**src/fcu_pkg.sv**
```systemverilog
`timescale 1ns / 1ps
`default_nettype none

package fcu_pkg;

    localparam int MAX_NODES_DEF = 32;
    localparam int COORD_W       = 24;
    localparam int LINK_W        = 23;
    localparam int GAIN_W        = 16;
    localparam int ACT_W         = 6;
    localparam int NIDX_W        = 5;
    localparam int PADDR_W       = 4;
    localparam int MUL_W         = 25;
    localparam int PROD_W        = 50;
    localparam int ROOT_W        = 32;
    localparam int OPND_W        = 64;

    // register indexes (paddr[3:2])
    localparam logic [1:0] REG_LINK = 2'd0;
    localparam logic [1:0] REG_GAIN = 2'd1;
    localparam logic [1:0] REG_ACT  = 2'd2;

    localparam logic [LINK_W-1:0] LINK_RST = 23'd12800;
    localparam logic [GAIN_W-1:0] GAIN_RST = 16'd131;
    localparam logic [ACT_W-1:0]  ACT_RST  = 6'd21;

    typedef enum logic [4:0] {
        ST_IDLE,
        ST_RD,
        ST_LOAD,
        ST_HMX,
        ST_HAX,
        ST_HMY,
        ST_HAY,
        ST_MXX,
        ST_MYY,
        ST_SUM,
        ST_SQS,
        ST_SQW,
        ST_MLX,
        ST_DXS,
        ST_DXW,
        ST_MLY,
        ST_DYS,
        ST_DYW,
        ST_ZERO,
        ST_WR,
        ST_ERD,
        ST_ELD
    } fcu_state_t;

    typedef enum logic {
        OP_SQRT,
        OP_DIV
    } fcu_op_t;

    typedef struct packed {
        logic    start;
        fcu_op_t op;
    } fcu_cmd_t;

    function automatic logic [COORD_W-1:0] sat24(input logic signed [33:0] v);
        logic [COORD_W-1:0] r;
        if (v > 34'sd8388607)
        begin
            r = 24'h7FFFFF;
        end
        else if (v < -34'sd8388608)
        begin
            r = 24'h800000;
        end
        else
        begin
            r = v[COORD_W-1:0];
        end
        return r;
    endfunction

    // power-up x position of node i: (1 - 50*i) in Q16.8
    function automatic logic [COORD_W-1:0] node_x_rst(input logic [7:0] i);
        int v;
        v = (1 - 50 * int'(i)) * 256;
        return sat24(34'(v));
    endfunction

endpackage

`default_nettype wire

```
**src/fcu_root_div.sv**
```systemverilog
`timescale 1ns / 1ps
`default_nettype none

// Shift-subtract unit: floor square root of a 64-bit word (2 bits/cycle)
// or 64-by-32 unsigned divide (1 bit/cycle, low 32 quotient bits kept).
module fcu_root_div
(
    input  wire logic                          clk,
    input  wire logic                          rst_n,
    input  wire fcu_pkg::fcu_cmd_t             cmd,
    input  wire logic [fcu_pkg::OPND_W-1:0]    operand,
    input  wire logic [fcu_pkg::ROOT_W-1:0]    divisor,
    output logic                               done,
    output logic                               busy,
    output logic [fcu_pkg::ROOT_W-1:0]         result
);

    localparam logic [6:0] SQRT_STEPS = 7'd32;
    localparam logic [6:0] DIV_STEPS  = 7'd64;

    logic                          busy_reg;
    logic                          done_reg;
    fcu_pkg::fcu_op_t              op_reg;
    logic [fcu_pkg::OPND_W-1:0]    work_reg;
    logic [35:0]                   rem_reg;
    logic [fcu_pkg::ROOT_W-1:0]    res_reg;
    logic [fcu_pkg::ROOT_W-1:0]    div_reg;
    logic [6:0]                    cnt_reg;

    logic [35:0] a;
    logic [35:0] b;
    logic [35:0] diff;
    logic        ge;

    always_comb
    begin
        if (op_reg == fcu_pkg::OP_SQRT)
        begin
            a = {rem_reg[33:0], work_reg[63:62]};
            b = {2'b00, res_reg, 2'b01};
        end
        else
        begin
            a = {rem_reg[34:0], work_reg[63]};
            b = {4'b0000, div_reg};
        end
        ge   = (a >= b);
        diff = a - b;
    end

    always_ff @(posedge clk or negedge rst_n)
    begin
        if (!rst_n)
        begin
            busy_reg <= 1'b0;
            done_reg <= 1'b0;
            cnt_reg  <= '0;
        end
        else
        begin
            done_reg <= 1'b0;
            if (!busy_reg && cmd.start)
            begin
                busy_reg <= 1'b1;
                cnt_reg  <= (cmd.op == fcu_pkg::OP_SQRT) ? SQRT_STEPS : DIV_STEPS;
            end
            else if (busy_reg)
            begin
                cnt_reg <= cnt_reg - 7'd1;
                if (cnt_reg == 7'd1)
                begin
                    busy_reg <= 1'b0;
                    done_reg <= 1'b1;
                end
            end
        end
    end

    always_ff @(posedge clk)
    begin
        if (!busy_reg && cmd.start)
        begin
            op_reg   <= cmd.op;
            work_reg <= operand;
            div_reg  <= divisor;
            rem_reg  <= '0;
            res_reg  <= '0;
        end
        else if (busy_reg)
        begin
            rem_reg <= ge ? diff : a;
            res_reg <= {res_reg[fcu_pkg::ROOT_W-2:0], ge};
            if (op_reg == fcu_pkg::OP_SQRT)
            begin
                work_reg <= {work_reg[61:0], 2'b00};
            end
            else
            begin
                work_reg <= {work_reg[62:0], 1'b0};
            end
        end
    end

    assign done   = done_reg;
    assign busy   = busy_reg;
    assign result = res_reg;

endmodule

`default_nettype wire

```
**config.mk**
```make
export PLATFORM = sky130hd
export DESIGN_NAME = fcu_root_div
export DESIGN_NICKNAME = d
export VERILOG_FILES = /design/src/fcu_pkg.sv /design/src/fcu_root_div.sv
export SDC_FILE = /design/constraint.sdc
export NUM_CORES = 1
export LEC_CHECK = 0
export ABC_CLOCK_PERIOD_IN_PS = 5900
export BUFFER_PORTS_ARGS = -buffer_cell sky130_fd_sc_hd__buf_2
export CAP_MARGIN = 0
export CORE_MARGIN = 1.5
export CORE_UTILIZATION = 45
export CTS_CLUSTER_DIAMETER = 150
export DETAILED_ROUTE_END_ITERATION = 8
export PLACE_DENSITY = 0.67
export SLEW_MARGIN = 30
export SYNTH_ARGS = -nofsm -noshare
export SYNTH_HDL_FRONTEND = slang
export SYNTH_SLANG_ARGS = --single-unit
```
**constraint.sdc**
```tcl
create_clock -name clk -period 5.9 [get_ports clk]
set_clock_uncertainty 0.1 [all_clocks]
set_input_delay 0.295 -clock clk [delete_from_list [all_inputs] [get_ports clk]]
set_output_delay 0.295 -clock clk [all_outputs]
set_load 0.005 [all_outputs]
```
# Word level (Yosys, flattened, before mapping)
# Index checks and enable logic that the tools add are counted.
# totals
regBits,173
in_bits,100
word_cells,30
output_inout_bits,34
# op_classes
muxes,15
add_sub_neg,2
eq_ne,1
order_cmp,1
reduce_logical,3
# ops
operator,count
$mux 64,3
$ge 36x34->1,1
$mux 36,1
$mux 35,1
$sub 35x34->35,1
$mux 34,1
$mux 7,3
$eq 7x1->1 const B,1
$sub 7x1->7 const B,1
$mux 1,6
$reduce_bool 2->1,1
$logic_and 1x1->1,1
$logic_not 1->1,1

# Depth between registers and ports, before layout
# depth
ltp_word,4
ltp_mapped,16

# Worst setup path after synthesis
# Ideal clock, no wire load.
# synth_path
path_type,flip-flop to flip-flop
from,register op_reg
to,register rem_reg[22]
path_stages_with_launch,16
setup_ps,122
period_less_slack_ps,4190
slack_ps,1710
arrival_time_ps,3968
cell_sequence,edfxtp_1 > clkbuf_1 > clkbuf_1 > clkbuf_1 > buf_2 > mux2i_1 > ha_1 > buf_2 > o21ai_0 > o21ai_1 > a221o_1 > o211a_1 > a21oi_2 > nand2_2 > a31o_1 > a221o_1
# synth_via
elab_chain_cells,3
word_cells_on_any_way,5
classes_between,1 x add/sub; 1 x order compare; 3 x mux
# synth_lines
item,line_no,source
from (decl),fcu_root_div.sv:23,fcu_pkg::fcu_op_t op_reg;
from (signal assigned),fcu_root_div.sv:83,op_reg <= cmd.op;
$mux 36 or $mux 34 (tied branches),fcu_root_div.sv:37,if (op_reg == fcu_pkg::OP_SQRT)
$sub 35x34->35 or $ge 36x34->1 (tied branches),"fcu_root_div.sv:48, fcu_root_div.sv:47",
$mux 35 (*),fcu_root_div.sv:91,rem_reg <= ge ? diff : a;
to (signal assigned),fcu_root_div.sv:91,
to (decl),fcu_root_div.sv:25,logic [35:0] rem_reg;
# Every way passes the cells marked *; elsewhere a longest branch is shown, timed or not.
# A chain may end at the register's enable or synchronous reset.

# Worst setup path after layout
# layout_path
from,register op_reg
to,register rem_reg[0]
# Same word-level chain as after synthesis.

==> results.cfg <==
[critical_path]
crit_top_cell = buf_4
path_class = reg2reg
crit_required_ns = 6.13
arrival_ns = 4.06
cp_cell_sequence = buf_4 > mux2_2 > ha_1 > a22o_1 > nor4_1 > inv_1 > a211oi_4 > buf_4 > nand2_1 > a32o_1
crit_slowest_cell = nor4_1
crit_path_start_kind = flip-flop
crit_fanout = 34
worstSetupEndpointType = flip-flop
cpPeakStageDelay_ns = 0.70

[final_layout]
nets = 1302
layout_commonest_cell = nand2_1
largest_reg_flops = 64
syn_to_final_growth_pct = 18.2
final_cells = 1453
final_area_mm2 = 0.0117
num_antenna_cells = 0
drive_above_1_share_pct = 18.7
final_cell_mix = nand2_1, buf_2, o21ai_0

[detailed_routing]
drc = 0
dr.pass1.iters = 5
wl_per_cell_um = 16.1
wl_um = 23300
drt-vias-per-instance = 5.56
vias = 8082
detail-route-antenna-nets = 0
drtIter0Drc = 627

[synth]
yosys_warnings = 0
ys_seq_area_share_pct = 45.4
ys_ff_latch = 173
synth_cell_types = 63
syn_area_per_cell_um2 = 9.52
synth_edf_count = 97
syn_nets = 1173
synthFlopType = edfxtp_1
netlist_area_mm2 = 0.00986
syn_inst = 1036
ys_async_sr_fraction_pct = 5.20

[sta]
slew_headroom_pct = 38.0
hold_slack_ns = 0.0137
max_freq_ghz = 0.261
finalHoldViolCount = 0
slew_violations = 0
worst_pin_slew_ns = 0.929
setup_violations = 0
period_share_pct = 64.9
fin_tns_setup_ns = 0
period_needed_ns = 3.83
rsz0062_at_grt = false

[global_route]
grt-ovfl-total = 0
track_usage_pct = 21.0
grt_pass1_vias = 7500
antenna_found_initial = 0
grt_pass1_wl_um = 37800
grt_max_degree = 146

[die]
dieArea_mm2 = 0.0228
ios = 134
start_util_pct = 46.3
dieWidth_um = 151
row_count = 53
core_mm2 = 0.0213
fp.dieH_um = 151

[run_status]
status = finished clean

[pwr]
switching_share_pct = 40.9
intPower_uw = 3700
pwr-share-comb_pct = 47.6
power_frac_seq_pct = 34.2
ir_worst_vdd_v = 0.000227
p_leak_uw = 0.00487
cellPowerDensity_mw_per_mm2 = 537
switchingPower_uw = 2560
p_clk_share_pct = 18.3

[clock_network]
clock_latency_ns = 0.44
cts_tree = built
clock_path_buffers = 2
clock-root-buffer = clkbuf_16
clkSinkCount = 173
cts_resized = 0
htree_levels = 4
clk_pin_slew_ns = 0.08
numCtsBuffers = 17

[placement]
gp_congestion = 0.926
dpl.hpwl_um = 15700
placedInstanceArea_mm2 = 0.0107
io_buffers = 133
place_inst = 1387

[flow_run]
cap_violations = 0

[min_path]
hold_class = in2reg
-- final cells by class --
class,instances,area (µm²)
clock buffers,17,425
clock inverters,15,186
fillers,1850,9630
inverters,17,63.8
multi-input cells,778,5050
flip-flops and latches,173,4480
well taps,275,344
repair buffers,178,1100
-- layer usage --
layer,up-vias,wire [µm],GRT usage (%)
met4,0,257,5.63
met3,25,1220,4.58
li1,4045,-,-
met2,200,10300,32.1
met5,-,0,0
met1,3812,11500,29.9
-- timing repair --
action,in CTS,in global routing
setup endpoints to repair,0,0
setup buffers,0,0
endpoints found under the hold margin,42,0
hold buffers,34,0
-- stage by stage --
step | utilization (%) | setup slack (ns) | power, µW
global placement | 50.3 | 2.19 | 5030
detailed placement | 50.3 | 2.14 | 5080
global route | 54.8 | 1.79 | 6750
floorplan | - | 1.71 | 4330
CTS | 54.8 | 2.11 | 6260
finish | 54.8 | 2.07 | 6260
-- power groups by stage --
| stage | registers [µW] | logic, µW | clock network (µW) |
|---|---|---|---|
| global route | 2200 | 3340 | 1220 |
| floorplan | 2070 | 2260 | 0 |
| detailed placement | 2160 | 2920 | 0 |
| CTS | 2140 | 2960 | 1160 |
| finish | 2140 | 2980 | 1140 |
| global placement | 2150 | 2880 | 0 |
-- synthesized netlist by cell type, types with 5 or more instances --
cell,n,area [µm²]
o21ai_0,132,661
inv_1,17,63.8
edfxtp_1,97,2910
nand2b_1,5,31.3
clkbuf_1,53,199
dfrtp_1,9,225
buf_2,7,35.0
o21bai_1,5,37.5
nand4_1,15,93.8
xor2_1,13,114
o31ai_1,7,52.6
a32oi_1,12,105
buf_1,6,22.5
a21o_1,12,90.1
or3_1,8,50.1
nor3_1,13,65.1
nor2b_1,6,37.5
xnor2_1,21,184
nor2_1,39,146
mux2_2,32,360
a21oi_1,48,240
nand2_1,184,691
ha_1,36,450
dfxtp_1,67,1340
mux2i_1,95,951
nand3_1,30,150
-- final timing paths --
| check | start | slack, ns | cells after the start | end |
|---|---|---|---|---|
| worst min-delay path | operand[0] | 0.01 | 2 | work_reg[0] |
| worst min register to register | rem_reg[34] | 0.35 | 2 | rem_reg[34] |
| max in group asynchronous | rst_n | 5.37 | 2 | busy |
| worst max register to register | op_reg | 2.07 | 10 | rem_reg[0] |
| worst max-delay path | op_reg | 2.07 | 10 | rem_reg[0] |
| min in group asynchronous | rst_n | 0.13 | 2 | done |
-- logic make-up (layout without fill, tap and decap cells) --
family          Yosys count  count (layout)  synth area share, %
compound gates          266             266                 16.3
buf+inv                  85             227                 3.40
fa+ha+maj                37              37                 4.77
mux                     127             127                 13.3
xor+xnor                 34              34                 3.02
simple gates            314             314                 13.8
flops                   173             173                 45.4
-- critical path: cells and delay by family, from the launching register on --
| family | cells | cell delay (ns) |
|---|---|---|
| AND/OR/NAND/NOR | 2 | 0.80 |
| adder cells (fa/ha/maj) | 1 | 0.38 |
| AO/OA/AOI/OAI | 3 | 0.72 |
| buffers and inverters | 3 | 0.94 |
| multiplexers | 1 | 0.40 |
| flip-flops | 1 | 0.35 |
Power figures use the tool's default switching activity.
